--- src/lrw_pkg.sv ---
// Shared types, constants and the byte serializer function for the LCD
// rectangle window pixel streamer. Used by every module in src.
// No dependencies.
package lrw_pkg;

  localparam int COORD_W  = 16;
  localparam int DIM_W    = 11;
  localparam int OFFSET_W = 10;
  localparam int PIXEL_W  = 16;
  localparam int BYTE_W   = 8;
  localparam int REQ_W    = 2;
  localparam int IDX_W    = 1;

  localparam int SCREEN_WIDTH_DEF  = 240;
  localparam int SCREEN_HEIGHT_DEF = 280;

  localparam logic [OFFSET_W-1:0] COLUMN_OFFSET_RESET = 10'd0;
  localparam logic [OFFSET_W-1:0] ROW_OFFSET_RESET    = 10'd20;

  // Depth of the job queue between the front and the back end.
  localparam int QUEUE_DEPTH = 4;
  localparam int QUEUE_PTR_W = $clog2(QUEUE_DEPTH);
  localparam int QUEUE_CNT_W = $clog2(QUEUE_DEPTH + 1);

  localparam logic [BYTE_W-1:0] CMD_COLUMN_ADDR  = 8'h2A;
  localparam logic [BYTE_W-1:0] CMD_ROW_ADDR     = 8'h2B;
  localparam logic [BYTE_W-1:0] CMD_MEMORY_WRITE = 8'h2C;

  localparam logic [IDX_W-1:0] CFG_COLUMN_OFFSET = 1'b0;
  localparam logic [IDX_W-1:0] CFG_ROW_OFFSET    = 1'b1;

  localparam int BEAT_IDX_W = 4;
  localparam logic [BEAT_IDX_W-1:0] WINDOW_LAST_IDX = 4'd10;
  localparam logic [BEAT_IDX_W-1:0] PIXEL_LAST_IDX  = 4'd1;

  typedef enum logic [REQ_W-1:0] {
    REQ_FILL    = 2'd0,
    REQ_ADVANCE = 2'd1,
    REQ_DRAW    = 2'd2,
    REQ_PIXEL   = 2'd3
  } req_type_t;

  typedef enum logic [1:0] {
    MODE_IDLE = 2'd0,
    MODE_FILL = 2'd1,
    MODE_DRAW = 2'd2
  } mode_t;

  typedef enum logic {
    JOB_WINDOW = 1'b0,
    JOB_PIXEL  = 1'b1
  } job_kind_t;

  // A window job carries column start/end in w0/w1 and row start/end in w2/w3.
  // A pixel job carries the pixel in w0.
  typedef struct packed {
    job_kind_t            kind;
    logic [COORD_W-1:0]   w0;
    logic [COORD_W-1:0]   w1;
    logic [COORD_W-1:0]   w2;
    logic [COORD_W-1:0]   w3;
    logic                 last;
  } job_t;

  typedef struct packed {
    logic [BYTE_W-1:0] data;
    logic              is_command;
    logic              last;
  } beat_t;

  function automatic logic [BEAT_IDX_W-1:0] job_final_idx(job_t job);
    return (job.kind == JOB_PIXEL) ? PIXEL_LAST_IDX : WINDOW_LAST_IDX;
  endfunction

  function automatic beat_t job_beat(job_t job, logic [BEAT_IDX_W-1:0] idx);
    beat_t b;
    b = '0;
    if (job.kind == JOB_PIXEL) begin
      if (idx == '0) begin
        b.data = job.w0[15:8];
      end else begin
        b.data = job.w0[7:0];
        b.last = job.last;
      end
    end else begin
      case (idx)
        4'd0:    begin b.data = CMD_COLUMN_ADDR; b.is_command = 1'b1; end
        4'd1:    b.data = job.w0[15:8];
        4'd2:    b.data = job.w0[7:0];
        4'd3:    b.data = job.w1[15:8];
        4'd4:    b.data = job.w1[7:0];
        4'd5:    begin b.data = CMD_ROW_ADDR; b.is_command = 1'b1; end
        4'd6:    b.data = job.w2[15:8];
        4'd7:    b.data = job.w2[7:0];
        4'd8:    b.data = job.w3[15:8];
        4'd9:    b.data = job.w3[7:0];
        4'd10:   begin b.data = CMD_MEMORY_WRITE; b.is_command = 1'b1; end
        default: b = '0;
      endcase
    end
    return b;
  endfunction

endpackage

--- src/lrw_front.sv ---
// Front end: accepts request beats, clips rectangles, tracks fill/draw
// progress and pushes window and pixel jobs into the queue. Uses lrw_pkg.
module lrw_front #(
  parameter int SCREEN_WIDTH  = lrw_pkg::SCREEN_WIDTH_DEF,
  parameter int SCREEN_HEIGHT = lrw_pkg::SCREEN_HEIGHT_DEF
) (
  input  logic                          clk,
  input  logic                          rst_n,
  input  logic                          in_fire,
  input  logic [lrw_pkg::REQ_W-1:0]     in_req,
  input  logic [79:0]                   in_data,
  input  logic                          cfg_we,
  input  logic [lrw_pkg::IDX_W-1:0]     cfg_idx,
  input  logic [lrw_pkg::OFFSET_W-1:0]  cfg_value,
  output logic                          push,
  output lrw_pkg::job_t                 push_job
);

  localparam logic [16:0] SW_EXT = 17'(SCREEN_WIDTH);
  localparam logic [16:0] SH_EXT = 17'(SCREEN_HEIGHT);

  lrw_pkg::mode_t                 mode_r, mode_nxt;
  logic [lrw_pkg::PIXEL_W-1:0]    fill_colour_r, fill_colour_nxt;
  logic [lrw_pkg::DIM_W-1:0]      cw_r, cw_nxt;
  logic [lrw_pkg::DIM_W-1:0]      ch_r, ch_nxt;
  logic [lrw_pkg::COORD_W-1:0]    srl_r, srl_nxt;
  logic [lrw_pkg::COORD_W-1:0]    cc_r, cc_nxt;
  logic [lrw_pkg::DIM_W-1:0]      rc_r, rc_nxt;
  logic [lrw_pkg::OFFSET_W-1:0]   col_off_r, row_off_r;

  lrw_pkg::req_type_t  req;
  logic [15:0] x, y, w, h, pix;
  logic        rect_ok;
  logic [16:0] x_sum, y_sum, clip_w17, clip_h17;
  logic [15:0] col_start, col_end, row_start, row_end;
  logic [16:0] cc_inc17;
  logic [11:0] rc_inc12;
  logic        fill_last, fill_row_end, draw_in, draw_last, draw_row_end;

  assign req = lrw_pkg::req_type_t'(in_req);
  assign x   = in_data[15:0];
  assign y   = in_data[31:16];
  assign w   = in_data[47:32];
  assign h   = in_data[63:48];
  assign pix = in_data[79:64];

  assign rect_ok = (w != '0) && (h != '0) && ({1'b0, x} < SW_EXT) && ({1'b0, y} < SH_EXT);
  assign x_sum   = {1'b0, x} + {1'b0, w};
  assign y_sum   = {1'b0, y} + {1'b0, h};
  assign clip_w17 = (x_sum > SW_EXT) ? (SW_EXT - {1'b0, x}) : {1'b0, w};
  assign clip_h17 = (y_sum > SH_EXT) ? (SH_EXT - {1'b0, y}) : {1'b0, h};

  assign col_start = x + {6'b0, col_off_r};
  assign col_end   = x + clip_w17[15:0] - 16'd1 + {6'b0, col_off_r};
  assign row_start = y + {6'b0, row_off_r};
  assign row_end   = y + clip_h17[15:0] - 16'd1 + {6'b0, row_off_r};

  assign cc_inc17 = {1'b0, cc_r} + 17'd1;
  assign rc_inc12 = {1'b0, rc_r} + 12'd1;

  assign fill_row_end = cc_inc17 >= {6'b0, cw_r};
  assign fill_last    = fill_row_end && (rc_inc12 >= {1'b0, ch_r});
  assign draw_in      = (cc_r < {5'b0, cw_r}) && (rc_r < ch_r);
  assign draw_last    = (cc_inc17 == {6'b0, cw_r}) && (rc_inc12 == {1'b0, ch_r});
  // The column counter wraps at 16 bits; a wrap also ends the source row.
  assign draw_row_end = (cc_inc17[15:0] >= srl_r) || (cc_inc17[15:0] == '0);

  // Next-state logic.
  always_comb begin
    mode_nxt        = mode_r;
    fill_colour_nxt = fill_colour_r;
    cw_nxt          = cw_r;
    ch_nxt          = ch_r;
    srl_nxt         = srl_r;
    cc_nxt          = cc_r;
    rc_nxt          = rc_r;
    if (in_fire) begin
      case (req)
        lrw_pkg::REQ_FILL, lrw_pkg::REQ_DRAW: begin
          if (rect_ok) begin
            cw_nxt = clip_w17[lrw_pkg::DIM_W-1:0];
            ch_nxt = clip_h17[lrw_pkg::DIM_W-1:0];
            cc_nxt = '0;
            rc_nxt = '0;
            if (req == lrw_pkg::REQ_FILL) begin
              mode_nxt        = lrw_pkg::MODE_FILL;
              fill_colour_nxt = pix;
            end else begin
              mode_nxt = lrw_pkg::MODE_DRAW;
              srl_nxt  = w;
            end
          end
        end
        lrw_pkg::REQ_ADVANCE: begin
          if (mode_r == lrw_pkg::MODE_FILL) begin
            if (fill_last) begin
              mode_nxt = lrw_pkg::MODE_IDLE;
              cc_nxt   = '0;
              rc_nxt   = '0;
            end else if (fill_row_end) begin
              cc_nxt = '0;
              rc_nxt = rc_inc12[lrw_pkg::DIM_W-1:0];
            end else begin
              cc_nxt = cc_inc17[15:0];
            end
          end
        end
        lrw_pkg::REQ_PIXEL: begin
          if (mode_r == lrw_pkg::MODE_DRAW) begin
            if (draw_in && draw_last) begin
              mode_nxt = lrw_pkg::MODE_IDLE;
              cc_nxt   = '0;
              rc_nxt   = '0;
            end else if (draw_row_end) begin
              cc_nxt = '0;
              rc_nxt = rc_inc12[lrw_pkg::DIM_W-1:0];
            end else begin
              cc_nxt = cc_inc17[15:0];
            end
          end
        end
        default: mode_nxt = mode_r;
      endcase
    end
  end

  // Job generation.
  always_comb begin
    push          = 1'b0;
    push_job      = '0;
    push_job.kind = lrw_pkg::JOB_PIXEL;
    if (in_fire) begin
      case (req)
        lrw_pkg::REQ_FILL, lrw_pkg::REQ_DRAW: begin
          push          = rect_ok;
          push_job.kind = lrw_pkg::JOB_WINDOW;
          push_job.w0   = col_start;
          push_job.w1   = col_end;
          push_job.w2   = row_start;
          push_job.w3   = row_end;
        end
        lrw_pkg::REQ_ADVANCE: begin
          push          = (mode_r == lrw_pkg::MODE_FILL);
          push_job.w0   = fill_colour_r;
          push_job.last = fill_last;
        end
        lrw_pkg::REQ_PIXEL: begin
          push          = (mode_r == lrw_pkg::MODE_DRAW) && draw_in;
          push_job.w0   = pix;
          push_job.last = draw_last;
        end
        default: push = 1'b0;
      endcase
    end
  end

  always_ff @(posedge clk) begin
    if (!rst_n) begin
      mode_r        <= lrw_pkg::MODE_IDLE;
      fill_colour_r <= '0;
      cw_r          <= '0;
      ch_r          <= '0;
      srl_r         <= '0;
      cc_r          <= '0;
      rc_r          <= '0;
      col_off_r     <= lrw_pkg::COLUMN_OFFSET_RESET;
      row_off_r     <= lrw_pkg::ROW_OFFSET_RESET;
    end else begin
      mode_r        <= mode_nxt;
      fill_colour_r <= fill_colour_nxt;
      cw_r          <= cw_nxt;
      ch_r          <= ch_nxt;
      srl_r         <= srl_nxt;
      cc_r          <= cc_nxt;
      rc_r          <= rc_nxt;
      if (cfg_we) begin
        if (cfg_idx == lrw_pkg::CFG_COLUMN_OFFSET) begin
          col_off_r <= cfg_value;
        end else begin
          row_off_r <= cfg_value;
        end
      end
    end
  end

endmodule

--- src/lrw_queue.sv ---
// Small job FIFO that decouples the request front end from the byte
// serializer. Uses lrw_pkg for the job type and depth.
module lrw_queue (
  input  logic          clk,
  input  logic          rst_n,
  input  logic          push,
  input  lrw_pkg::job_t push_job,
  input  logic          pop,
  output lrw_pkg::job_t head_job,
  output logic          full,
  output logic          empty
);

  localparam int PW = lrw_pkg::QUEUE_PTR_W;
  localparam int CW = lrw_pkg::QUEUE_CNT_W;
  localparam logic [PW-1:0] PTR_LAST = PW'(lrw_pkg::QUEUE_DEPTH - 1);

  lrw_pkg::job_t  slot_r [lrw_pkg::QUEUE_DEPTH];
  logic [PW-1:0]  wr_ptr_r, wr_ptr_nxt;
  logic [PW-1:0]  rd_ptr_r, rd_ptr_nxt;
  logic [CW-1:0]  count_r, count_nxt;
  logic           do_push, do_pop;

  assign full     = (count_r == CW'(lrw_pkg::QUEUE_DEPTH));
  assign empty    = (count_r == '0);
  assign do_push  = push && !full;
  assign do_pop   = pop && !empty;
  assign head_job = slot_r[rd_ptr_r];

  always_comb begin
    wr_ptr_nxt = wr_ptr_r;
    rd_ptr_nxt = rd_ptr_r;
    count_nxt  = count_r;
    if (do_push) begin
      wr_ptr_nxt = (wr_ptr_r == PTR_LAST) ? '0 : wr_ptr_r + 1'b1;
    end
    if (do_pop) begin
      rd_ptr_nxt = (rd_ptr_r == PTR_LAST) ? '0 : rd_ptr_r + 1'b1;
    end
    if (do_push && !do_pop) begin
      count_nxt = count_r + 1'b1;
    end else if (do_pop && !do_push) begin
      count_nxt = count_r - 1'b1;
    end
  end

  always_ff @(posedge clk) begin
    if (!rst_n) begin
      wr_ptr_r <= '0;
      rd_ptr_r <= '0;
      count_r  <= '0;
    end else begin
      wr_ptr_r <= wr_ptr_nxt;
      rd_ptr_r <= rd_ptr_nxt;
      count_r  <= count_nxt;
    end
  end

  always_ff @(posedge clk) begin
    if (do_push) begin
      slot_r[wr_ptr_r] <= push_job;
    end
  end

endmodule

--- src/lrw_back.sv ---
// Back end: takes jobs from the queue and serializes them one byte per beat
// into a registered output stage. Uses lrw_pkg.
module lrw_back (
  input  logic                        clk,
  input  logic                        rst_n,
  input  lrw_pkg::job_t               head_job,
  input  logic                        empty,
  output logic                        pop,
  output logic                        out_tvalid,
  input  logic                        out_tready,
  output logic [lrw_pkg::BYTE_W-1:0]  out_tdata,
  output logic                        out_tuser,
  output logic                        out_tlast
);

  lrw_pkg::job_t                       job_r, job_nxt;
  logic                                busy_r, busy_nxt;
  logic [lrw_pkg::BEAT_IDX_W-1:0]      idx_r, idx_nxt;
  logic                                out_valid_r, out_valid_nxt;
  lrw_pkg::beat_t                      out_beat_r, out_beat_nxt;
  logic                                advance, at_final;

  assign advance  = busy_r && (!out_valid_r || out_tready);
  assign at_final = (idx_r == lrw_pkg::job_final_idx(job_r));
  // A new job is loaded in the same cycle the previous one sends its final
  // byte, so consecutive jobs stream without a gap.
  assign pop      = (!busy_r || (advance && at_final)) && !empty;

  always_comb begin
    job_nxt       = job_r;
    busy_nxt      = busy_r;
    idx_nxt       = idx_r;
    out_valid_nxt = out_valid_r;
    out_beat_nxt  = out_beat_r;
    if (advance) begin
      out_valid_nxt = 1'b1;
      out_beat_nxt  = lrw_pkg::job_beat(job_r, idx_r);
      idx_nxt       = idx_r + 1'b1;
      if (at_final) begin
        busy_nxt = 1'b0;
      end
    end else if (out_tready) begin
      out_valid_nxt = 1'b0;
    end
    if (pop) begin
      job_nxt  = head_job;
      busy_nxt = 1'b1;
      idx_nxt  = '0;
    end
  end

  always_ff @(posedge clk) begin
    if (!rst_n) begin
      busy_r      <= 1'b0;
      idx_r       <= '0;
      out_valid_r <= 1'b0;
    end else begin
      busy_r      <= busy_nxt;
      idx_r       <= idx_nxt;
      out_valid_r <= out_valid_nxt;
    end
  end

  always_ff @(posedge clk) begin
    job_r      <= job_nxt;
    out_beat_r <= out_beat_nxt;
  end

  assign out_tvalid = out_valid_r;
  assign out_tdata  = out_beat_r.data;
  assign out_tuser  = out_beat_r.is_command;
  assign out_tlast  = out_beat_r.last;

endmodule

--- src/lcd_rect_window_pixel_streamer_core.sv ---
// A taken item goes through the job queue and job register into the registered output stage.
// Throughput: requests enter one per cycle while the four-entry job queue has room; the byte
// serializer sends one byte per cycle while out_tready is high; pixel 2 bytes, window 11.
// Reset: synchronous active-low rst_n; idle mode, counters cleared, column offset 0, row
// offset 20, queue and output stage empty.
// Depends on lrw_pkg, lrw_front, lrw_queue and lrw_back.
module lcd_rect_window_pixel_streamer_core #(
  parameter int SCREEN_WIDTH  = lrw_pkg::SCREEN_WIDTH_DEF,
  parameter int SCREEN_HEIGHT = lrw_pkg::SCREEN_HEIGHT_DEF
) (
  input  logic                          clk,
  input  logic                          rst_n,
  input  logic                          in_tvalid,
  output logic                          in_tready,
  // rect_x, rect_y, rect_width, rect_height, pixel_value (lowest bits first)
  input  logic [79:0]                   in_tdata,
  // req_type
  input  logic [lrw_pkg::REQ_W-1:0]     in_tuser,
  output logic                          out_tvalid,
  input  logic                          out_tready,
  // out_byte
  output logic [lrw_pkg::BYTE_W-1:0]    out_tdata,
  // is_command
  output logic                          out_tuser,
  output logic                          out_tlast,
  input  logic                          cfg_valid,
  output logic                          cfg_ready,
  input  logic [lrw_pkg::IDX_W-1:0]     cfg_index,
  input  logic [lrw_pkg::OFFSET_W-1:0]  cfg_data
);

  logic          push, pop, full, empty, in_fire;
  lrw_pkg::job_t push_job, head_job;

  assign in_tready = !full;
  assign in_fire   = in_tvalid && in_tready;
  assign cfg_ready = 1'b1;

  lrw_front #(
    .SCREEN_WIDTH  (SCREEN_WIDTH),
    .SCREEN_HEIGHT (SCREEN_HEIGHT)
  ) u_front (
    .clk       (clk),
    .rst_n     (rst_n),
    .in_fire   (in_fire),
    .in_req    (in_tuser),
    .in_data   (in_tdata),
    .cfg_we    (cfg_valid && cfg_ready),
    .cfg_idx   (cfg_index),
    .cfg_value (cfg_data),
    .push      (push),
    .push_job  (push_job)
  );

  lrw_queue u_queue (
    .clk      (clk),
    .rst_n    (rst_n),
    .push     (push),
    .push_job (push_job),
    .pop      (pop),
    .head_job (head_job),
    .full     (full),
    .empty    (empty)
  );

  lrw_back u_back (
    .clk        (clk),
    .rst_n      (rst_n),
    .head_job   (head_job),
    .empty      (empty),
    .pop        (pop),
    .out_tvalid (out_tvalid),
    .out_tready (out_tready),
    .out_tdata  (out_tdata),
    .out_tuser  (out_tuser),
    .out_tlast  (out_tlast)
  );

endmodule

--- config.mk ---
export PLATFORM = sky130hd
export DESIGN_NAME = lcd_rect_window_pixel_streamer_core
export DESIGN_NICKNAME = d
export VERILOG_FILES = /design/src/lrw_pkg.sv /design/src/lrw_front.sv /design/src/lrw_queue.sv /design/src/lrw_back.sv /design/src/lcd_rect_window_pixel_streamer_core.sv
export SDC_FILE = /design/constraint.sdc
export NUM_CORES = 1
export LEC_CHECK = 0
export ABC_CLOCK_PERIOD_IN_PS = 8700
export BUFFER_PORTS_ARGS = -buffer_cell sky130_fd_sc_hd__buf_2
export CELL_PAD_IN_SITES_DETAIL_PLACEMENT = 0
export CELL_PAD_IN_SITES_GLOBAL_PLACEMENT = 2
export CORE_ASPECT_RATIO = 0.5
export CORE_MARGIN = 2
export CORE_UTILIZATION = 42
export CTS_CLUSTER_SIZE = 14
export DETAILED_ROUTE_END_ITERATION = 8
export PLACE_DENSITY = 0.92
export REMOVE_ABC_BUFFERS = 1
export SYNTH_ARGS = -nofsm -noshare
export SYNTH_HDL_FRONTEND = slang
export SYNTH_SLANG_ARGS = --single-unit
--- constraint.sdc ---
create_clock -name clk -period 8.7 [get_ports clk]
set_input_delay 0.87 -clock clk [delete_from_list [all_inputs] [get_ports clk]]
set_output_delay 0.87 -clock clk [all_outputs]
set_load 0.02 [all_outputs]
# Word-level counts from Yosys, hierarchy flattened
# Memories as Yosys holds them, arrays and structs flattened. A register that Yosys moved wholly into a read port is not among the register bits.
# Index checks and enable logic that the tools add are counted.
[totals] register_bits=126 mem_bits_rw=264 in_bits=98 output_inout_bits=13 word_cells=175 memories=1
[mem_list] memory="u_queue.slot_r" words=4 width=66 read_ports=1 rd_clocked_by_memory_dff=1 write_ports=1 line="lrw_queue.sv:18" text="lrw_pkg::job_t slot_r [lrw_pkg::QUEUE_DEPTH];"
[op_classes] addsub=19 magnitude_cmp=9 n_eq_ne=28 mux=48 bitwise_logic=4 reduce_logical=48
[op_table] op="$mux 16" count=9
[op_table] op="$pmux 16 s3" count=2
[op_table] op="$pmux 8 s11" count=1
[op_table] op="$mux 11" count=7
[op_table] op="$mux 66" count=1
[op_table] op="$add 16x10->16" count=4
[op_table] op="$mux 48" count=1
[op_table] op="$add 16x16->17" count=2
[op_table] op="$pmux 11 s3" count=1
[op_table] op="$add 16x16->16" count=2
[op_table] op="$reduce_bool 16->1" count=2
[op_table] op="$sub 16x1->16 const B" count=2
[op_table] op="$add 16x1->17 const B" count=1
[op_table] op="$eq 17x11->1" count=1
[op_table] op="$ge 17x11->1" count=1
[op_table] op="$gt 17x8->1 const B" count=1
[op_table] op="$gt 17x9->1 const B" count=1
[op_table] op="$eq 4x3->1 const B" count=4
[op_table] op="$ge 16x16->1" count=1
[op_table] op="$logic_and 1x1->1" count=16
[op_table] op="$logic_not 16->1" count=1
[op_table] op="$lt 16x11->1" count=1
[op_table] op="$lt 16x8->1 const B" count=1
[op_table] op="$lt 16x9->1 const B" count=1
[op_table] op="40 further kinds" count=92

# Logic depth before layout (Yosys ltp)
[logic_depth] word_depth=11 mapped_depth=29 mapped_depth_nobuf=27

# By module
# From an unflattened synthesis, not the netlist that was laid out.
[hier_totals] hier_cells=2346 hier_area_um2=26375.3
[by_module_without_submodules] module="lrw_front" instances=1 cells_each=1709 area_per_inst_um2=12882.4 seq_area_each_um2=2062.0
[by_module_without_submodules] module="lrw_queue" instances=1 cells_each=395 area_per_inst_um2=9993.3 seq_area_each_um2=8107.8
[by_module_without_submodules] module="lrw_back" instances=1 cells_each=238 area_per_inst_um2=3478.3 seq_area_each_um2=2402.3
[by_module_without_submodules] module="lcd_rect_window_pixel_streamer_core" instances=1 cells_each=4 area_per_inst_um2=21.3 seq_area_each_um2=0.0

# Worst setup path before layout
# Ideal clock, no wire load.
[synth_path] path_type="in2reg" start="in in_tdata[16]" end="mem u_queue.slot_r[0][16] (netlist bit), data pin" setup_time_ns=0.279 arrival_time_ns=6.373 required_ns=8.421 setup_slack_ns=2.048 stages=28 n_path_buf=2 cell_sequence="ha_1 > fa_1 > a211oi_2 > nor3b_1 > o41ai_2 > o211ai_1 > or4_1 > a31oi_1 > and4_1 > buf_2 > buf_4 > mux2i_1 > ha_1 > fa_1 > inv_1 > ha_1 > inv_1 > fa_1 > nor2b_1 > o31a_1 > o41ai_1 > o2111ai_1 > o211ai_1 > o21ai_0 > nand4_1 > a21boi_0 > nor2_1 > nand3_1"
[synth_rtl] item="start: declaration" line="lcd_rect_window_pixel_streamer_core.sv:16" text="input logic [79:0] in_tdata,"
[synth_rtl] item="end: declaration" line="lrw_queue.sv:18"

==> out/summary.txt <==
Iter 0 DRT Violations: 1764
Async S/R FF share, synth: 0%
outcome: finished, final reports clean
sequential element share of the synthesized area: 48.9%
Tightest Pin Transition: 1210 ps
Post-route DRC: 0
H-tree depth: 2
Starting Density: 42.9%
adder-cell share of the synthesized area: 11.5%
clk sinks: 456
sw frac: 31.6%
MaxCap Viol Count: 0
post-cts sizing count: 0
Routed WL: 67900 um
Sw Pwr: 0.00200 W
compound-gate portion of the synthesized area: 12.3%
Total Power: 0.00634 W
WL per Instance: 21.0 um
required time worst endpoint: 8980 ps
dpl ws: 871 ps
fin cells: 3229
Final setup violation count: 0
startpoint types: input pin
remaining antenna violation count: 0
critical-path maximum fanout: 21
Site Rows: 63
cts bufs inserted: 43
RSZ-0062 raised after global routing: false
vias in the first global route: 17300
top_reg_cell synth: edfxtp_1
Vias: 17900
#FFs+latches synth: 456
Post-synth top cells: edfxtp_1 (340), nand2_1 (223), ha_1 (196)
worst-case clock buffer depth: 3
Min-Delay Path Class: flop to flop
warnings from Yosys: 0
Yosys cell types: 84
Mapped Cells: 2299
post-DP HPWL: 49500 um
Final period util: 84.3%
Worst-path clk slew: 70 ps
vias per cell: 5.55
Power Dens Cells: 224 nW/um2
Placed Cells incl. Taps: 3146
GRT Util Overall: 21.4%
Hold Vio Cnt, Final: 0
Buf/Inv on CP: 3
relative slew slack: 18.9%
endpoint type of the worst setup path: flop
CP most frequent cell: ha_1
Post-CTS Setup Inserts: 0
Clk Latency, worst-skew pair: 590 ps
IO Port Bufs: 109
R2R Setup Slk: 3620 ps
Final Max Slew Viols: 0
minimum clock period: 7340 ps
Clock Skew: 34.2 ps
delay-heaviest family, CP: compound AO/OA/AOI/OAI gates
main combinational cell family by area after synthesis: simple AND/OR/NAND/NOR gates
Hold Slack: 461 ps
Fmax: 136 MHz
XOR/XNOR Fraction of Synth Area: 3.76%
number of fill cells: 5458
global-route wire length before repair: 104000 um
TNS Setup: 0 ps
initial antenna violation count: 8
Die Ht: 179 um
Setup WS post-layout: 1360 ps
peak supply drop: 0.171 mV
mux share of post-synthesis cell area: 6.91%
root buffer cell: clkbuf_16
synthesized area per cell: 11.2 um2
Syn Std Cell Area: 25600 um2
largest net degree at the start of global routing: 68
Int Power: 0.00434 W
Comb pwr share: 25.8%
Pleak: 10.5 nW
clock share of power: 28.3%
core area: 59700 um2
EDFF count, synth: 340
Nets: 2698
Slowest cell on crit path: o41ai_1
grt ovf: 0
die area: 63200 um2
gpl congestion: 0.887
Flop pwr share: 45.9%
most common cell in the netlist: edfxtp_1
area share of the largest cell type after synthesis: 39.8%
layout cells sized above 1: 11.6%
Post-Synth Simple-Gate Area: 12.4%
Yosys top cell by area: edfxtp_1
cts hold-fix bufs: 0
Data arrival, critical path: 7620 ps
IO Count: 111
synthesis-to-finish area growth: 10.3%
CP Class: input pin to flop
CP peak stage delay: 550 ps
TritonCTS clock tree: done
width of the die: 353 um
Area contributors post-synth: edfxtp_1 (40%), ha_1 (9.6%), dfxtp_1 (9.1%), mux4_2 (5.8%), nand2_1 (3.3%)
router iterations before antenna repair: 6
kinds of logic (layout without fill, tap and decap cells):
group           count (synthesis)  after routing
flops                         456            456
mux                            94             94
fa+ha+maj                     221            221
buf+inv                       282            391
other cells                     1             10
compound gates                470            470
xor+xnor                      110            110
simple gates                  665            665
layer usage:
layer / global-route usage [%] / part of all wire, % / up-vias / wire (um)
met5: 0.462 / 0.071 / - / 48
met4: 5.94 / 2.3 / 4 / 1570
met3: 3.28 / 6.1 / 97 / 4180
met2: 32.8 / 44 / 546 / 29800
met1: 31.5 / 48 / 8623 / 32300
li1: - / - / 8644 / -
worst min-delay path, stage by stage (launching register included):
cell	delay, ps
dfxtp_1	310
nand2_1	50
a21boi_0	60
cell type report:
class / count / area, um2 / share of cell area [%]
Multi-Input combinational cell: 1561 / 12000 / 42.5
Timing Repair Buffer: 128 / 691 / 2.44
Clock buffer: 59 / 1140 / 4.02
Tap cell: 812 / 1020 / 3.59
Antenna cell: 9 / 22.5 / 0.0796
Inverter: 189 / 709 / 2.51
Clock inverter: 15 / 143 / 0.504
Sequential cell: 456 / 12500 / 44.3
power groups by stage:
stage | logic [W] | registers (W) | clock network [W]
3_3_place_gp | 0.00159 | 0.00295 | 0
6_report | 0.00164 | 0.00291 | 0.00179
5_1_grt | 0.00179 | 0.00294 | 0.00190
4_1_cts | 0.00163 | 0.00292 | 0.00182
3_5_place_dp | 0.00162 | 0.00296 | 0
2_1_floorplan | 0.00110 | 0.00294 | 0
stage by stage:
stage	util, %	area, um2
after global placement	45.2	27000
after detailed placement	45.2	27000
after floorplan	-	25300
after CTS	47.3	28300
final	47.3	28300
after global routing	47.3	28300
path summary, 6_finish.rpt:
| kind | start | endpoint | cells past startpoint |
|---|---|---|---|
| max reg2reg | u_front.cc_r[0]$_SDFFE_PN0P_ | u_front.rc_r[8]$_SDFFE_PN0P_ | 17 |
| min reg2reg | u_front.fill_colour_r[1]$_SDFFE_PN0P_ | u_front.fill_colour_r[1]$_SDFFE_PN0P_ | 2 |
| min | u_front.fill_colour_r[1]$_SDFFE_PN0P_ | u_front.fill_colour_r[1]$_SDFFE_PN0P_ | 2 |
| max | in_tdata[16] | u_queue.slot_r[0][16]$_DFFE_PP_ | 26 |
registers in the layout, summed over array words and instances, names as in the netlist:
register	flops
u_queue.rd_ptr_r	2
u_back.idx_r	4
u_front.row_off_r	10
u_queue.slot_r	264
u_front.cw_r	11
u_front.mode_r	2
u_front.cc_r	16
u_back.out_tdata	8
u_front.ch_r	11
u_front.rc_r	11
u_front.col_off_r	10
u_back.busy_r	1
u_back.out_tvalid	1
u_queue.count_r	3
u_back.out_tlast	1
u_queue.wr_ptr_r	2
u_front.fill_colour_r	16
u_back.out_tuser	1
u_front.srl_r	16
u_back.job_r	66
layout by cell type (no fill, tap or decap), types with 13 or more instances in the layout:
cell       instances
a211oi_1          26
a21boi_0          65
a21o_1            25
a21oi_1          128
a31oi_1           23
and3_1            27
buf_2            108
buf_4             20
clkbuf_1          16
clkbuf_16         43
dfxtp_1          114
edfxtp_1         340
fa_1              25
ha_1             196
inv_1            186
mux2i_1           24
mux4_2            66
nand2_1          223
nand2b_1          15
nand3_1           47
nand4_1           26
nor2_1           154
nor2b_1           33
nor3_1            50
nor4_1            31
o21ai_0           66
o21bai_1          14
o31ai_1           13
xnor2_1           79
xor2_1            31
Note: power is estimated with default switching activity, not from simulation.
